`src/sv/msfr_pkg.sv`:
```
package msfr_pkg;

  // frame geometry
  localparam int FRAME_BYTES = 50;
  localparam int MOTOR_COUNT = 5;
  localparam int REC_BASE    = 4;
  localparam int REC_STRIDE  = 9;
  localparam int ID_SET_SIZE = 8;

  localparam int REC_END = REC_BASE + MOTOR_COUNT * REC_STRIDE;
  localparam int XMAX    = (FRAME_BYTES > REC_END) ? FRAME_BYTES : REC_END;

  // buffer ring and counter widths
  localparam int AW        = $clog2(FRAME_BYTES);
  localparam int BUF_DEPTH = 1 << AW;
  localparam int CW        = $clog2(FRAME_BYTES + 1);
  localparam int XW        = $clog2(XMAX + 1);
  localparam int OFF_W     = $clog2(REC_STRIDE);
  localparam int REC_W     = $clog2(MOTOR_COUNT + 1);

  // an id slot beyond the frame reads as zero, which is never a legal id
  localparam bit ID_BEYOND = (REC_BASE + (MOTOR_COUNT - 1) * REC_STRIDE) >= FRAME_BYTES;

  localparam int OUT_W = 8 + 32 + 32;

  localparam logic [7:0] ID_SET [ID_SET_SIZE] = '{8'd1, 8'd3, 8'd5, 8'd7,
                                                  8'd9, 8'd11, 8'd13, 8'd15};

  // configuration register indexes
  typedef enum logic [2:0] {
    CFG_HDR_FIRST  = 3'd0,
    CFG_HDR_SECOND = 3'd1,
    CFG_COMMAND    = 3'd2,
    CFG_SIDE_LEFT  = 3'd3,
    CFG_SIDE_RIGHT = 3'd4,
    CFG_OWN_SIDE   = 3'd5
  } cfg_idx_t;

  typedef struct packed {
    logic push;
    logic scan_go;
    logic check_go;
    logic emit_go;
  } msfr_cmd_t;

  typedef struct packed {
    logic cnt_zero;
    logic cnt_one;
    logic cnt_pre_full;
    logic dirty;
    logic full;
    logic scan_done;
    logic check_done;
    logic good;
    logic own;
    logic emit_done;
  } msfr_stat_t;

  function automatic logic is_id_pos(input logic [XW-1:0] j);
    logic hit;
    hit = 1'b0;
    for (int k = 0; k < MOTOR_COUNT; k++) begin
      if (j == XW'(REC_BASE + k * REC_STRIDE)) hit = 1'b1;
    end
    return hit;
  endfunction

  function automatic logic [MOTOR_COUNT-1:0] id_mask(input logic [7:0] d);
    logic [MOTOR_COUNT-1:0] m;
    m = '0;
    for (int s = 0; s < MOTOR_COUNT; s++) begin
      m[s] = (ID_SET[s] == d);
    end
    return m;
  endfunction

endpackage

```
`src/sv/msfr_ram.sv`:
```
module msfr_ram #(
  parameter int Width = 8,
  parameter int Depth = 64
) (
  input  logic                     clk,
  input  logic                     we,
  input  logic [$clog2(Depth)-1:0] waddr,
  input  logic [Width-1:0]         wdata,
  input  logic [$clog2(Depth)-1:0] raddr,
  output logic [Width-1:0]         rdata
);

  logic [Width-1:0] mem [Depth];

  always_ff @(posedge clk) begin
    if (we) begin
      mem[waddr] <= wdata;
    end
    rdata <= mem[raddr];
  end

endmodule

```
`src/sv/msfr_ctrl.sv`:
```
module msfr_ctrl (
  input  logic                clk,
  input  logic                rst_n,
  input  logic                in_tvalid,
  output logic                in_tready,
  input  msfr_pkg::msfr_stat_t st,
  output msfr_pkg::msfr_cmd_t  cmd
);
  import msfr_pkg::*;

  typedef enum logic [1:0] {S_IDLE, S_SCAN, S_CHECK, S_EMIT} state_t;

  state_t state_r, state_nxt;
  logic   start_r;
  logic   fire;

  assign in_tready = (state_r == S_IDLE);
  assign fire      = in_tvalid && in_tready;

  always_comb begin
    state_nxt = state_r;
    case (state_r)
      S_IDLE: begin
        if (fire) begin
          if (st.cnt_zero) state_nxt = S_IDLE;
          else if (st.cnt_one || st.dirty) state_nxt = S_SCAN;
          else if (st.cnt_pre_full) state_nxt = S_CHECK;
        end
      end
      S_SCAN: begin
        if (st.scan_done) state_nxt = st.full ? S_CHECK : S_IDLE;
      end
      S_CHECK: begin
        if (st.check_done) begin
          if (!st.good) state_nxt = S_SCAN;
          else if (st.own) state_nxt = S_EMIT;
          else state_nxt = S_IDLE;
        end
      end
      S_EMIT: begin
        if (st.emit_done) state_nxt = S_IDLE;
      end
      default: state_nxt = S_IDLE;
    endcase
  end

  always_ff @(posedge clk) begin
    if (!rst_n) begin
      state_r <= S_IDLE;
      start_r <= 1'b0;
    end else begin
      state_r <= state_nxt;
      start_r <= (state_nxt != state_r) && (state_nxt != S_IDLE);
    end
  end

  assign cmd.push     = fire;
  assign cmd.scan_go  = start_r && (state_r == S_SCAN);
  assign cmd.check_go = start_r && (state_r == S_CHECK);
  assign cmd.emit_go  = start_r && (state_r == S_EMIT);

endmodule

```
`src/sv/msfr_dp.sv`:
```
module msfr_dp (
  input  logic                       clk,
  input  logic                       rst_n,
  input  msfr_pkg::msfr_cmd_t        cmd,
  output msfr_pkg::msfr_stat_t       st,
  input  logic [7:0]                 in_byte,
  input  logic                       cfg_we,
  input  logic [2:0]                 cfg_addr,
  input  logic [7:0]                 cfg_wdata,
  output logic                       out_tvalid,
  input  logic                       out_tready,
  output logic [msfr_pkg::OUT_W-1:0] out_tdata,
  output logic                       out_tlast
);
  import msfr_pkg::*;

  typedef enum logic [1:0] {PH_NONE, PH_SCAN, PH_CHECK, PH_EMIT} phase_t;

  // configuration
  logic [7:0] hdr1_r, hdr2_r, cmd_code_r, side_l_r, side_r_r, own_code_r;

  // buffer ring
  logic [AW-1:0] head_r;
  logic [CW-1:0] cnt_r;
  logic          dirty_r;

  // walker
  phase_t        phase_r;
  logic          act_r;
  logic [XW-1:0] idx_r;
  logic          rd_v_r;
  logic [XW-1:0] rd_idx_r;
  logic [7:0]    ram_q;
  logic [7:0]    d;

  // scan and check
  logic [7:0]             prev_r;
  logic [7:0]             sum_r;
  logic                   ok_r;
  logic [MOTOR_COUNT-1:0] seen_r;
  logic [7:0]             side_byte_r;
  logic                   scan_done_r, check_done_r, good_r, own_r, emit_done_r;

  // record assembly and output register
  logic [OFF_W-1:0] iss_off_r, rcv_off_r;
  logic [REC_W-1:0] rcv_rec_r;
  logic [7:0]       asm_id_r;
  logic [31:0]      asm_pos_r, asm_vel_r;
  logic             asm_full_r;
  logic [7:0]       out_id_r;
  logic [31:0]      out_pos_r, out_vel_r;
  logic             out_last_r, out_valid_r;

  logic [XW-1:0]          cnt_x;
  logic [XW-1:0]          p;
  logic                   found;
  logic [MOTOR_COUNT-1:0] mask;
  logic                   chk_ok, ok_nxt;
  logic                   xfer, last_rec;
  logic                   last_issue;

  msfr_ram #(.Width(8), .Depth(BUF_DEPTH)) u_ram (
    .clk  (clk),
    .we   (cmd.push),
    .waddr(head_r + cnt_r[AW-1:0]),
    .wdata(in_byte),
    .raddr(head_r + idx_r[AW-1:0]),
    .rdata(ram_q)
  );

  assign d     = (rd_idx_r >= XW'(FRAME_BYTES)) ? 8'd0 : ram_q;
  assign cnt_x = XW'(cnt_r);
  assign p     = rd_idx_r - XW'(1);
  assign found = (rd_idx_r != '0) && (prev_r == hdr1_r) && (d == hdr2_r);
  assign mask  = id_mask(d);

  always_comb begin
    chk_ok = 1'b1;
    if (rd_idx_r == XW'(0)) chk_ok = (d == hdr1_r);
    if (rd_idx_r == XW'(1)) chk_ok = (d == hdr2_r);
    if (rd_idx_r == XW'(2)) chk_ok = (d == cmd_code_r);
    if (rd_idx_r == XW'(3)) chk_ok = (d == side_l_r) || (d == side_r_r);
    if (is_id_pos(rd_idx_r)) chk_ok = (|mask) && !(|(mask & seen_r));
    if (rd_idx_r == XW'(FRAME_BYTES - 1)) chk_ok = (sum_r == d);
  end
  assign ok_nxt = ok_r && chk_ok;

  always_comb begin
    case (phase_r)
      PH_SCAN:  last_issue = (idx_r == cnt_x - XW'(1));
      PH_CHECK: last_issue = (idx_r == XW'(FRAME_BYTES - 1));
      PH_EMIT:  last_issue = (iss_off_r == OFF_W'(REC_STRIDE - 1));
      default:  last_issue = 1'b1;
    endcase
  end

  assign last_rec = (rcv_rec_r == REC_W'(MOTOR_COUNT - 1));
  assign xfer     = asm_full_r && (!out_valid_r || out_tready);

  always_ff @(posedge clk) begin
    if (!rst_n) begin
      hdr1_r       <= 8'd0;
      hdr2_r       <= 8'd0;
      cmd_code_r   <= 8'd0;
      side_l_r     <= 8'd0;
      side_r_r     <= 8'd1;
      own_code_r   <= 8'd0;
      head_r       <= '0;
      cnt_r        <= '0;
      dirty_r      <= 1'b0;
      phase_r      <= PH_NONE;
      act_r        <= 1'b0;
      rd_v_r       <= 1'b0;
      scan_done_r  <= 1'b0;
      check_done_r <= 1'b0;
      emit_done_r  <= 1'b0;
      asm_full_r   <= 1'b0;
      out_valid_r  <= 1'b0;
    end else begin
      scan_done_r  <= 1'b0;
      check_done_r <= 1'b0;
      emit_done_r  <= 1'b0;
      rd_v_r       <= act_r;
      rd_idx_r     <= idx_r;

      if (cfg_we) begin
        case (cfg_addr)
          CFG_HDR_FIRST: begin
            hdr1_r  <= cfg_wdata;
            dirty_r <= 1'b1;
          end
          CFG_HDR_SECOND: begin
            hdr2_r  <= cfg_wdata;
            dirty_r <= 1'b1;
          end
          CFG_COMMAND:    cmd_code_r <= cfg_wdata;
          CFG_SIDE_LEFT:  side_l_r   <= cfg_wdata;
          CFG_SIDE_RIGHT: side_r_r   <= cfg_wdata;
          CFG_OWN_SIDE:   own_code_r <= cfg_wdata;
          default: ;
        endcase
      end

      if (cmd.push) begin
        cnt_r <= cnt_r + CW'(1);
        if (cnt_r == '0) dirty_r <= 1'b0;
      end

      if (cmd.scan_go) begin
        phase_r <= PH_SCAN;
        act_r   <= 1'b1;
        idx_r   <= '0;
        dirty_r <= 1'b0;
      end
      if (cmd.check_go) begin
        phase_r <= PH_CHECK;
        act_r   <= 1'b1;
        idx_r   <= '0;
        ok_r    <= !ID_BEYOND;
        sum_r   <= 8'd0;
        seen_r  <= '0;
      end
      if (cmd.emit_go) begin
        phase_r    <= PH_EMIT;
        act_r      <= 1'b1;
        idx_r      <= XW'(REC_BASE);
        iss_off_r  <= '0;
        rcv_off_r  <= '0;
        rcv_rec_r  <= '0;
        asm_full_r <= 1'b0;
      end

      // read issue
      if (act_r && phase_r != PH_NONE) begin
        idx_r <= idx_r + XW'(1);
        if (phase_r == PH_EMIT) begin
          iss_off_r <= last_issue ? '0 : iss_off_r + OFF_W'(1);
        end
        if (last_issue) act_r <= 1'b0;
      end

      // returned read data
      if (rd_v_r) begin
        case (phase_r)
          PH_SCAN: begin
            prev_r <= d;
            if (found) begin
              head_r      <= head_r + p[AW-1:0];
              cnt_r       <= cnt_r - CW'(p);
              phase_r     <= PH_NONE;
              act_r       <= 1'b0;
              scan_done_r <= 1'b1;
            end else if (rd_idx_r == cnt_x - XW'(1)) begin
              head_r      <= head_r + AW'(cnt_r - CW'(1));
              cnt_r       <= CW'(1);
              phase_r     <= PH_NONE;
              act_r       <= 1'b0;
              scan_done_r <= 1'b1;
            end
          end
          PH_CHECK: begin
            ok_r <= ok_nxt;
            if (rd_idx_r == XW'(3)) side_byte_r <= d;
            if (rd_idx_r >= XW'(2) && rd_idx_r <= XW'(FRAME_BYTES - 2)) sum_r <= sum_r + d;
            if (is_id_pos(rd_idx_r)) seen_r <= seen_r | mask;
            if (rd_idx_r == XW'(FRAME_BYTES - 1)) begin
              check_done_r <= 1'b1;
              good_r       <= ok_nxt;
              own_r        <= (side_byte_r == own_code_r);
              phase_r      <= PH_NONE;
              if (ok_nxt) begin
                cnt_r <= '0;
              end else begin
                head_r <= head_r + AW'(1);
                cnt_r  <= cnt_r - CW'(1);
              end
            end
          end
          PH_EMIT: begin
            if (rcv_off_r == '0) asm_id_r <= d;
            else if (rcv_off_r <= OFF_W'(4)) asm_pos_r <= {d, asm_pos_r[31:8]};
            else asm_vel_r <= {d, asm_vel_r[31:8]};
            if (rcv_off_r == OFF_W'(REC_STRIDE - 1)) begin
              rcv_off_r  <= '0;
              asm_full_r <= 1'b1;
            end else begin
              rcv_off_r <= rcv_off_r + OFF_W'(1);
            end
          end
          default: ;
        endcase
      end

      // hand a finished record to the output register
      if (xfer) begin
        out_id_r    <= asm_id_r;
        out_pos_r   <= asm_pos_r;
        out_vel_r   <= asm_vel_r;
        out_last_r  <= last_rec;
        out_valid_r <= 1'b1;
        asm_full_r  <= 1'b0;
        if (last_rec) begin
          emit_done_r <= 1'b1;
          phase_r     <= PH_NONE;
          rcv_rec_r   <= '0;
        end else begin
          rcv_rec_r <= rcv_rec_r + REC_W'(1);
          act_r     <= 1'b1;
        end
      end else if (out_valid_r && out_tready) begin
        out_valid_r <= 1'b0;
      end
    end
  end

  assign st.cnt_zero     = (cnt_r == '0);
  assign st.cnt_one      = (cnt_r == CW'(1));
  assign st.cnt_pre_full = (cnt_r == CW'(FRAME_BYTES - 1));
  assign st.full         = (cnt_r == CW'(FRAME_BYTES));
  assign st.dirty        = dirty_r;
  assign st.scan_done    = scan_done_r;
  assign st.check_done   = check_done_r;
  assign st.good         = good_r;
  assign st.own          = own_r;
  assign st.emit_done    = emit_done_r;

  assign out_tvalid = out_valid_r;
  assign out_tdata  = {out_vel_r, out_pos_r, out_id_r};
  assign out_tlast  = out_last_r;

  a_cnt_bound: assert property (@(posedge clk) disable iff (!rst_n)
    cnt_r <= CW'(FRAME_BYTES))
    else $error("buffer count past frame length");

  a_good_consumes: assert property (@(posedge clk) disable iff (!rst_n)
    check_done_r && good_r |-> cnt_r == '0)
    else $error("good frame not consumed");

  a_scan_keeps: assert property (@(posedge clk) disable iff (!rst_n)
    scan_done_r |-> cnt_r != '0)
    else $error("scan emptied the buffer");

endmodule

```
`src/sv/motor_state_frame_receiver_top.sv`:
```
// channel | beat contents (lsb first)                          | accepted when
// in      | in_tdata: data_byte[7:0]                           | in_tvalid & in_tready
// out     | out_tdata: motor_id, position_bits, velocity_bits; | out_tvalid & out_tready
//         | out_tlast: last_record                             |
// cfg     | cfg_addr register index, cfg_wdata value           | cfg_we
//
// a byte that only extends a buffered frame leaves the receiver idle and ready; the second
// byte after an empty buffer, or a byte after a header register write into a non-empty buffer,
// runs a rescan of the ring buffer at one byte per cycle, bounded by the single ram read port
// a completed frame adds a check pass over FRAME_BYTES bytes, a failed check adds a rescan,
// and an own-side frame emits its records one at a time, each leaving on an out handshake
// reset is synchronous, active low; it empties the buffer and loads the register defaults
// a stalled out_tready holds the output register and the emit; no input is taken until emit ends
module motor_state_frame_receiver_top
  import msfr_pkg::*;
(
  input  logic             clk,
  input  logic             rst_n,
  input  logic             in_tvalid,
  output logic             in_tready,
  input  logic [7:0]       in_tdata,   // data_byte[7:0]
  output logic             out_tvalid,
  input  logic             out_tready,
  output logic [OUT_W-1:0] out_tdata,  // motor_id[7:0], position_bits[39:8], velocity_bits[71:40]
  output logic             out_tlast,  // last_record
  input  logic             cfg_we,
  input  logic [2:0]       cfg_addr,
  input  logic [7:0]       cfg_wdata
);

  msfr_cmd_t  cmd;
  msfr_stat_t st;

  // sequencing: idle, rescan, frame check, record emit
  msfr_ctrl u_ctrl (
    .clk      (clk),
    .rst_n    (rst_n),
    .in_tvalid(in_tvalid),
    .in_tready(in_tready),
    .st       (st),
    .cmd      (cmd)
  );

  // ring buffer, scanner, checker and record assembly
  msfr_dp u_dp (
    .clk       (clk),
    .rst_n     (rst_n),
    .cmd       (cmd),
    .st        (st),
    .in_byte   (in_tdata),
    .cfg_we    (cfg_we),
    .cfg_addr  (cfg_addr),
    .cfg_wdata (cfg_wdata),
    .out_tvalid(out_tvalid),
    .out_tready(out_tready),
    .out_tdata (out_tdata),
    .out_tlast (out_tlast)
  );

endmodule
```
`config.mk`:
```
export PLATFORM = sky130hd
export DESIGN_NAME = motor_state_frame_receiver_top
export DESIGN_NICKNAME = d
export VERILOG_FILES = /design/src/sv/msfr_pkg.sv /design/src/sv/msfr_ram.sv /design/src/sv/msfr_ctrl.sv /design/src/sv/msfr_dp.sv /design/src/sv/motor_state_frame_receiver_top.sv
export SDC_FILE = /design/constraint.sdc
export NUM_CORES = 1
export LEC_CHECK = 0
export BUFFER_PORTS_ARGS = -buffer_cell sky130_fd_sc_hd__buf_2
export CORE_MARGIN = 5
export CORE_UTILIZATION = 40
export DETAILED_ROUTE_END_ITERATION = 8
export PLACE_DENSITY = 0.54
export SETUP_SLACK_MARGIN = 0.4
export SYNTH_ARGS = -nofsm -noshare
export SYNTH_HDL_FRONTEND = slang
export SYNTH_SLANG_ARGS = --single-unit
export TNS_END_PERCENT = 1
```
`constraint.sdc`:
```
create_clock -name clk -period 4.05 [get_ports clk]
set_clock_uncertainty 0.1 [all_clocks]
set_input_delay 0.405 -clock clk [delete_from_list [all_inputs] [get_ports clk]]
set_output_delay 0.405 -clock clk [all_outputs]
set_load 0.005 [all_outputs]
```
==> results.md, run 1 <==
- Die X-Extent: 296 um
- Gate Count Post-Synth: 1975
- Clk_lat worst skew: 0.64 ns
- TNS Setup: 0 ns
- TritonCTS clock tree: yes
- Yosys top cell by area: edfxtp_1
- Die Y: 296 um
- Asr flop ratio synth: 0%
- GRT met2 Usage: 29.8%
- Initial antenna violation count: 0
- Grt total ovfl: 0
- Worst-path clk slew: 0.06 ns
- Max-cap violations: 0
- Commonest cells after routing, fill and taps aside: 712 x edfxtp_1, 162 x nor2_1, 162 x nand2_1, 161 x mux4_2, 146 x buf_4
- Critical path peak fanout: 4
- GRT Total Usage: 17.5%
- Post-synthesis sequential area ratio: 70.3%
- Clock buffer depth: 3
- Min cycle time layout: 3.58 ns
- Worst EP arrival: 4.03 ns
- Critical path type: reg -> reg
- Number of flops mapped to enable cells by yosys: 712
- DRT Pass-1 Iters: 7
- Final core utilization: 47.4%
- Post-synthesis net count: 2047
- Busiest layer in global routing: met2
- Max IR drop VDD: 0.317 mV
- Synth top area share: 65.3%
- DP Cell Count: 3204
- Drt total wl: 77900 um
- Met3 usage: 2.56%
- PwrDens: 456 mW/mm^2
- RSZ-0062 raised after global routing: yes
- Setup crit start kind: flop
- Vias in the first global route: 18.3k
- Largest net degree at the start of global routing: 74
- Ys Warns: 0
- Number of vias per cell: 5.41
- Antenna cells: 0
- Commonest non-fill, non-tap cell in the layout: edfxtp_1
- Final Hold Fails: 0
- Synthesis-stage register bit count: 793
- DR iter-0 viols: 1419
- Met1 usage in global routing: 23.8%
- DP Wirelength: 51000 um
- Post-DRT Antenna Nets: 0
- Post-Layout Cell Count: 3372
- Final nets: 2305
- Area delta synth->final: 18.2%
- Syn avg cell area: 16.6 um^2
- Area contributors post-synth: edfxtp_1 65%, mux4_2 11%, dfxtp_1 5.0%, nor2_1 1.9%, nand2_1 1.9%
- Area taken by multi-input logic gates: 0.00938 mm^2
- CTS buffer count: 85
- Max Freq: 279 MHz
- DR WL/cell: 23.1 um
- Outcome: completed
- Share of layout cells above drive strength 1: 25.3%
- CTS H-tree depth: 3
- Root Driver: clkbuf_16
- CTS sink cnt: 793
- Mapped Area: 0.0327 mm^2
- Final period util: 88.4%
- Total die area: 0.0877 mm^2
- Flop2flop setup slack: 0.47 ns
- DR vias: 18.2k
- Fillers: 6927
- Nature of the critical path endpoint: flop
- Num rows: 105
- Top FF cell, synth: edfxtp_1
- Storage cell area: 0.0230 mm^2
- Initial core utilization: 40.1%
- Leak Pwr: 12.9 nW
- First-pass GRT wire length: 117000 um
- IO Count: 99
- Post-route cell area: 0.0387 mm^2
- Residual DRC: 0
- Count of pins over their slew limit: 0
- Rel. slew slack: 21.4%
- Hold WC Path Type: in -> reg
- Core area: 0.0816 mm^2
- I/O Buffers: 98
- Endpoints failing setup: 0
- Critical Path RT: 4.50 ns
- Post-DP Area: 0.0355 mm^2
- Yosys cell types: 79
- RePlAce Congestion: 0.836
- Worst Max-Slew Pin Slew: 1.18 ns
-- cell type report --
| class | count | share of cell area, % |
|---|---|---|
| multi-input cells | 1049 | 24.2 |
| repair buffers | 262 | 4.78 |
| well taps | 1070 | 3.46 |
| inverters | 42 | 0.407 |
| clock buffers | 102 | 5.83 |
| clock inverters | 54 | 1.84 |
| flip-flops and latches | 793 | 59.5 |
-- cell usage after synthesis, drive strengths merged, types with 6 or more instances --
library cell and number:
edfxtp 712, nand4 16, nor3 13, inv 41, and2 17, nand2 163, buf 28, nor4bb 20
dfxtp 81, xor2 33, a211oi 12, clkbuf 64, mux4 161, o32ai 22, nand2b 11, o21ai 30
nor2b 14, nor2 166, a21o 7, a32oi 6, a21oi 99, nand3 25, mux2i 15, xnor2 59
ha 44, a31oi 24
-- stage by stage --
step	setup slack [ns]	total power [mW]	hold slack [ns]
2_1_floorplan	0.302	9.38	0.300
3_3_place_gp	0.337	9.62	0.302
3_5_place_dp	0.316	9.63	0.305
6_report	0.472	17.6	0.0835
4_1_cts	0.410	17.8	0.0527
5_1_grt	0.293	18.2	0.0712
-- per-layer routing --
layer / share of wire [%] / vias to the layer above
met5: 0 / -
met2: 50 / 466
met4: 2.4 / 0
met1: 43 / 9384
li1: - / 8252
met3: 4.4 / 130
-- registers in the layout (all words and copies together) (netlist names), 32 cells and up --
signal and cells:
u_dp.asm_vel_r 32, u_dp.out_pos_r 32, u_dp.out_vel_r 32, u_dp.asm_pos_r 32
u_dp.u_ram.mem 512
-- report_power, final --
group / leakage, nW / internal (mW) / total [mW] / switching (mW)
Combinational: 4.40 / 0.178 / 0.513 / 0.336
Clock: 1.43 / 4.90 / 8.15 / 3.25
Sequential: 7.09 / 8.93 / 8.96 / 0.0386
-- worst max-delay path: stages (launching register included) --
cell and delay [ns]:
edfxtp_1 0.45, o311a_4 0.44, o32ai_2 0.15, nand4_2 0.19, or2_4 0.30, mux2i_1 0.12
nand2b_1 0.12, inv_1 0.05, ha_1 0.27, a21o_1 0.15, a21oi_1 0.18, o21bai_1 0.10
a21oi_2 0.17, a2111oi_1 0.08, or4_1 0.49, a21oi_1 0.15
-- cells by family after synthesis --
| logic type | after synthesis | synth area share (%) |
|---|---|---|
| flip-flops | 793 | 70.3 |
| AND/OR/NAND/NOR | 482 | 6.97 |
| AO/OA/AOI/OAI | 244 | 4.87 |
| multiplexers | 177 | 11.6 |
| buffers and inverters | 134 | 1.68 |
| XOR/XNOR | 95 | 2.67 |
| adder cells (fa/ha/maj) | 50 | 1.99 |
-- path summary, 6_finish.rpt --
kind	startpoint	to	cells after the start
worst min-delay path	rst_n	u_dp.iss_off_r[0]	1
worst min register to register	u_dp.asm_vel_r[4]	u_dp.out_vel_r[4]	0
worst max-delay path	u_dp.rd_idx_r[3]	u_dp.head_r[5]	15
worst max register to register	u_dp.rd_idx_r[3]	u_dp.head_r[5]	15
-- what timing repair did --
item                                   CTS  global route
pin swaps                                1             5
hold buffers                             9             0
resized for setup                        7            13
setup buffers                            0             2
setup endpoints to repair                1            36
endpoints found under the hold margin   35             0
cloned                                   0             1
No activity file was read; power rests on OpenSTA's default activity.
==> run 2, diff against run 1 <==
CAP_MARGIN = 0   (was unset)
PLACE_DENSITY = unset   (was 0.54)
==> results.md, run 2 (same netlist as run 1, synthesis figures left out) <==
- Rel. slew slack: 15.9%
- CTS buffer count: 81
- CTS H-tree depth: 3
- RePlAce Congestion: 0.866
- I/O Buffers: 98
- Vias in the first global route: 18.3k
- GRT Total Usage: 16.7%
- Outcome: completed
- Clk_lat worst skew: 0.63 ns
- CTS sink cnt: 793
- Switching Share: 20.3%
- DR iter-0 viols: 1427
- Core area: 0.0816 mm^2
- Critical Path RT: 4.45 ns
- Clock buffer depth: 3
- Post-route cell area: 0.0382 mm^2
- Min cycle time layout: 3.61 ns
- Final nets: 2292
- Grt total ovfl: 0
- Comb pwr share: 2.9%
- Endpoints failing setup: 0
- DR WL/cell: 22.0 um
- Root Driver: clkbuf_16
- DP Cell Count: 3197
- Area delta synth->final: 16.8%
- Antenna cells: 0
- TNS Setup: 0 ns
- Hold WC Path Type: in -> reg
- Max Freq: 277 MHz
- DRT Pass-1 Iters: 5
- Worst-path clk slew: 0.06 ns
- DR vias: 18.1k
- Register-to-Register Path Depth: 9
- Final hold slack: 0.0461 ns
- Nature of the critical path endpoint: flop
- First-pass GRT wire length: 112000 um
- Commonest non-fill, non-tap cell in the layout: edfxtp_1
- Flop2flop setup slack: 0.44 ns
- IO Count: 99
- Initial antenna violation count: 1
- Sw power: 3.41 mW
- Largest net degree at the start of global routing: 67
- Worst EP arrival: 4.01 ns
- Leak Pwr: 12.7 nW
- Reg with most FFs: u_dp.u_ram.mem
- Post-DRT Antenna Nets: 0
- Seq pwr share: 53.3%
- Die Y: 296 um
- Critical path type: reg -> reg
- Post-DP Area: 0.0354 mm^2
- TritonCTS clock tree: yes
- RSZ-0062 raised after global routing: yes
- Final period util: 89.2%
- Total die area: 0.0877 mm^2
- Count of pins over their slew limit: 0
- Final core utilization: 46.9%
- Critical path peak fanout: 15
- Final Hold Fails: 0
- Setup crit start kind: flop
- Share of layout cells above drive strength 1: 24.3%
- Commonest cells after routing, fill and taps aside: 712 x edfxtp_1, 162 x nand2_1, 161 x nor2_1, 161 x mux4_2, 141 x buf_4
- Die X-Extent: 296 um
- Worst Max-Slew Pin Slew: 1.26 ns
- Number of vias per cell: 5.41
- Post-Layout Cell Count: 3352
- Initial core utilization: 40.1%
- Max IR drop VDD: 0.365 mV
- DP Wirelength: 48600 um
- Drt total wl: 73900 um
- PwrDens: 440 mW/mm^2
- Max-cap violations: 0
- Internal power: 13.4 mW
- Num rows: 105
- Hold Crit Depth: 3
- Clock network power share: 43.8%
- Number of flip-flops under the largest register name: 512
- Residual DRC: 0
## run 2: cell types whose count changed in the layout (fill, tap and decap cells not counted), moves of 3 or more
cell	delta
clkbuf_1	+13
buf_4	-5
clkinvlp_4	-6
bufinv_16	-7
clkbuf_16	-3
dlygate4sd3_1	-3
clkinv_2	-5
## run 2: timing repair
item	4_1_cts	5_1_grt
hold buffers	6	0
endpoints found under the setup margin	7	77
pin swaps	0	4
gates resized for setup	3	14
cloned	0	0
hold endpoints to repair	16	0
setup buffers	0	4
## run 2: cell type report
| class | instances | area, um^2 |
|---|---|---|
| Fill cell | 6889 | 43300 |
| Sequential cell | 793 | 23000 |
| Multi-Input combinational cell | 1048 | 9330 |
| Clock buffer | 113 | 2240 |
| Timing Repair Buffer | 254 | 1790 |
| Tap cell | 1070 | 1340 |
| Clock inverter | 32 | 380 |
| Inverter | 42 | 158 |
## run 2: path summary, 6_finish.rpt
check              startpoint                  end
max             u_dp.idx_r[0]  u_dp.u_ram.rdata[1]
min              cfg_wdata[2]   u_dp.own_code_r[2]
max reg2reg     u_dp.idx_r[0]  u_dp.u_ram.rdata[1]
min reg2reg  u_dp.asm_id_r[0]     u_dp.out_id_r[0]
## run 2: power groups by stage
| stage | Combinational (mW) | Sequential [mW] | Clock [mW] |
|---|---|---|---|
| final | 0.496 | 8.97 | 7.37 |
| after global routing | 0.543 | 8.97 | 7.90 |
| after CTS | 0.490 | 8.97 | 7.54 |
| after detailed placement | 0.484 | 9.14 | 0 |
| after global placement | 0.471 | 9.14 | 0 |
| after floorplan | 0.261 | 9.12 | 0 |
## run 2: per-stage QoR
stage	total power, mW	setup slack (ns)
global placement	9.61	0.273
CTS	17.0	0.261
global route	17.4	0.295
floorplan	9.38	0.302
detailed placement	9.62	0.188
finish	16.8	0.437
## run 2: worst max-delay path, cell delays in order (launching register included)
cell	delay, ns
edfxtp_1	0.50
ha_4	0.22
fa_4	0.84
buf_4	0.29
mux4_2	0.37
mux4_2	0.51
nor2b_1	0.15
a211oi_1	0.29
buf_4	0.18
a21oi_1	0.04
## run 2: per-layer routing
layer / track usage [%] / vias up / wire length, um
met1: 22.3 / 9223 / 30800
li1: - / 8208 / -
met4: 5.45 / 2 / 2340
met5: 0 / - / 13
met3: 3.06 / 137 / 4170
met2: 28.0 / 560 / 36500
==> run 3, diff against run 2 <==
CORE_UTILIZATION = 50   (was 40)
PLACE_DENSITY = 0.69   (was unset)
==> results.md, run 3 (same netlist as run 1, synthesis figures left out) <==
- Outcome: completed
- Max Freq: 272 MHz
- Clock buffer depth: 3
- Number of flip-flops under the largest register name: 512
- RSZ-0062 raised after global routing: yes
- Min cycle time layout: 3.67 ns
- Final nets: 2278
- PwrDens: 446 mW/mm^2
- Hold Path Sink: u_dp.cmd_code_r[5]
- Hold Startpoint: cfg_wdata[5]
- TritonCTS clock tree: yes
- CTS H-tree depth: 3
- Residual DRC: 0
- Hold Crit Depth: 3
- Num rows: 93
- RePlAce Congestion: 0.891
- CTS sink cnt: 793
- Slowest stage delay, CP: 0.85 ns
- Commonest non-fill, non-tap cell in the layout: edfxtp_1
- DR iter-0 viols: 1461
- Final Hold Fails: 0
- Root Driver: clkbuf_16
- Worst Max-Slew Pin Slew: 1.28 ns
- Final period util: 90.7%
- Number of vias per cell: 5.85
- CTS buffer count: 82
- Seq pwr share: 53.0%
- DRT Pass-1 Iters: 5
- Area delta synth->final: 15.9%
- I/O Buffers: 98
- Endpoints failing setup: 0
- Hold WC Path Type: in -> reg
- Switching Share: 20.5%
- Fillers: 4849
- Die X-Extent: 266 um
- Clk_lat worst skew: 0.63 ns
- Post-DRT Antenna Nets: 0
- Leak Pwr: 12.7 nW
- Initial core utilization: 50.6%
- Nature of the critical path endpoint: flop
- Rel. slew slack: 14.6%
- CP Cell Sequence: ha_4 > fa_4 > buf_12 > buf_12 > mux4_2 > mux4_2 > a211oi_1 > a21oi_1
- Critical path type: reg -> reg
- DR WL/cell: 23.0 um
- Worst EP arrival: 4.06 ns
- Comb pwr share: 2.9%
- First-pass GRT wire length: 111000 um
- Vias in the first global route: 18.4k
- Max-cap violations: 0
- DP Wirelength: 46300 um
- Reg-to-Reg End: u_dp.u_ram.rdata[6]
- Total die area: 0.0707 mm^2
- GRT Total Usage: 20.3%
- Share of layout cells above drive strength 1: 24.2%
- Largest net degree at the start of global routing: 74
- Worst-path clk slew: 0.06 ns
- Sw power: 3.46 mW
- Commonest cells after routing, fill and taps aside: 712 x edfxtp_1, 162 x nor2_1, 162 x nand2_1, 161 x mux4_2, 124 x buf_4
- Flop2flop setup slack: 0.38 ns
- Buffers & Inverters on Critical Path: 2
- Delay-heaviest family, CP: adder cells
- Core area: 0.0647 mm^2
- Count of pins over their slew limit: 0
- Internal power: 13.4 mW
- Register-to-Register Path Depth: 8
- Critical path peak fanout: 26
- DR vias: 18.3k
- TNS Setup: 0 ns
- Setup crit start kind: flop
- Reg2reg start: u_dp.idx_r[0]
- IO Count: 99
- Drt total wl: 72000 um
- Clock network power share: 44.0%
- Initial antenna violation count: 0
- Grt total ovfl: 0
- Max IR drop VDD: 0.401 mV
- Die Y: 266 um
- Pwr Total: 16.9 mW
- Slowest CP cell: fa_4
- Critical Path RT: 4.43 ns
- Reg with most FFs: u_dp.u_ram.mem
[run 3: cell types whose count changed in the layout (fill, tap and decap cells not counted), moves of 2 or more]
cell	before	now
a211oi_1	7	9
a211oi_2	5	3
buf_4	141	124
clkbuf_1	27	12
clkinv_1	10	20
clkinv_2	10	17
clkinvlp_4	1	4
dfxtp_1	81	79
dfxtp_2	0	2
inv_6	0	3
nor4_2	4	2
[run 3: worst max path at each step]
stage / cells after the start / startpoint / to / slack [ns]
after floorplan: 17 / u_dp.rd_idx_r[1] / u_dp.head_r[5] / 0.30
after global placement: 7 / u_dp.idx_r[0] / u_dp.u_ram.rdata[7] / 0.33
after detailed placement: 15 / u_dp.rd_idx_r[2] / u_dp.head_r[5] / 0.24
after CTS: 14 / u_dp.rd_idx_r[2] / u_dp.cnt_r[0] / 0.35
after global routing: 17 / u_dp.u_ram.rdata[3] / u_dp.head_r[5] / 0.28
final: 8 / u_dp.idx_r[0] / u_dp.u_ram.rdata[6] / 0.38
[run 3: cell type report]
type                       count  area [um^2]  share of cell area, %
sequential                   793        23000                   60.6
clock inverter                56          522                   1.38
tap                          855         1070                   2.82
inverter                      42          158                  0.416
multi-input combinational   1048         9330                   24.6
timing repair buffer         239         1690                   4.45
antenna                        1         2.50                0.00660
clock buffer                  97         2160                   5.70
[run 3: what timing repair did]
action,in CTS,in global routing
setup endpoints to repair,10,18
gates resized for setup,2,14
hold buffers,7,0
endpoints found under the hold margin,33,0
buffers inserted,3,3
pin swaps,1,3
[run 3: worst register-to-register path, cell delays in order, from the launching register on]
cell      delay (ns)
edfxtp_1        0.43
ha_4            0.20
fa_4            0.85
buf_12          0.18
buf_12          0.24
mux4_2          0.38
mux4_2          0.52
a211oi_1        0.51
a21oi_1         0.12
[run 3: through the flow]
stage	hold WS (ns)	cell area, um^2	setup slack [ns]	util, %	instances
global placement	0.304	35000	0.334	54.1	2964
global route	0.0312	37900	0.281	58.6	3130
detailed placement	0.305	35000	0.235	54.1	2964
floorplan	0.300	32700	0.302	-	1975
CTS	0.00507	37800	0.348	58.5	3127
finish	0.0345	37900	0.377	58.6	3131
[run 3: power groups by stage]
stage | clock network, mW | logic, mW | registers (mW)
6_report | 7.44 | 0.495 | 8.96
3_3_place_gp | 0 | 0.459 | 9.13
3_5_place_dp | 0 | 0.475 | 9.13
5_1_grt | 7.99 | 0.542 | 8.96
2_1_floorplan | 0 | 0.261 | 9.12
4_1_cts | 7.60 | 0.483 | 8.96
[run 3: metal layers]
layer	GRT usage (%)	routed length (um)
met2	34.3	36200
met5	0	0
met1	27.1	29400
met3	3.68	4070
met4	6.25	2190
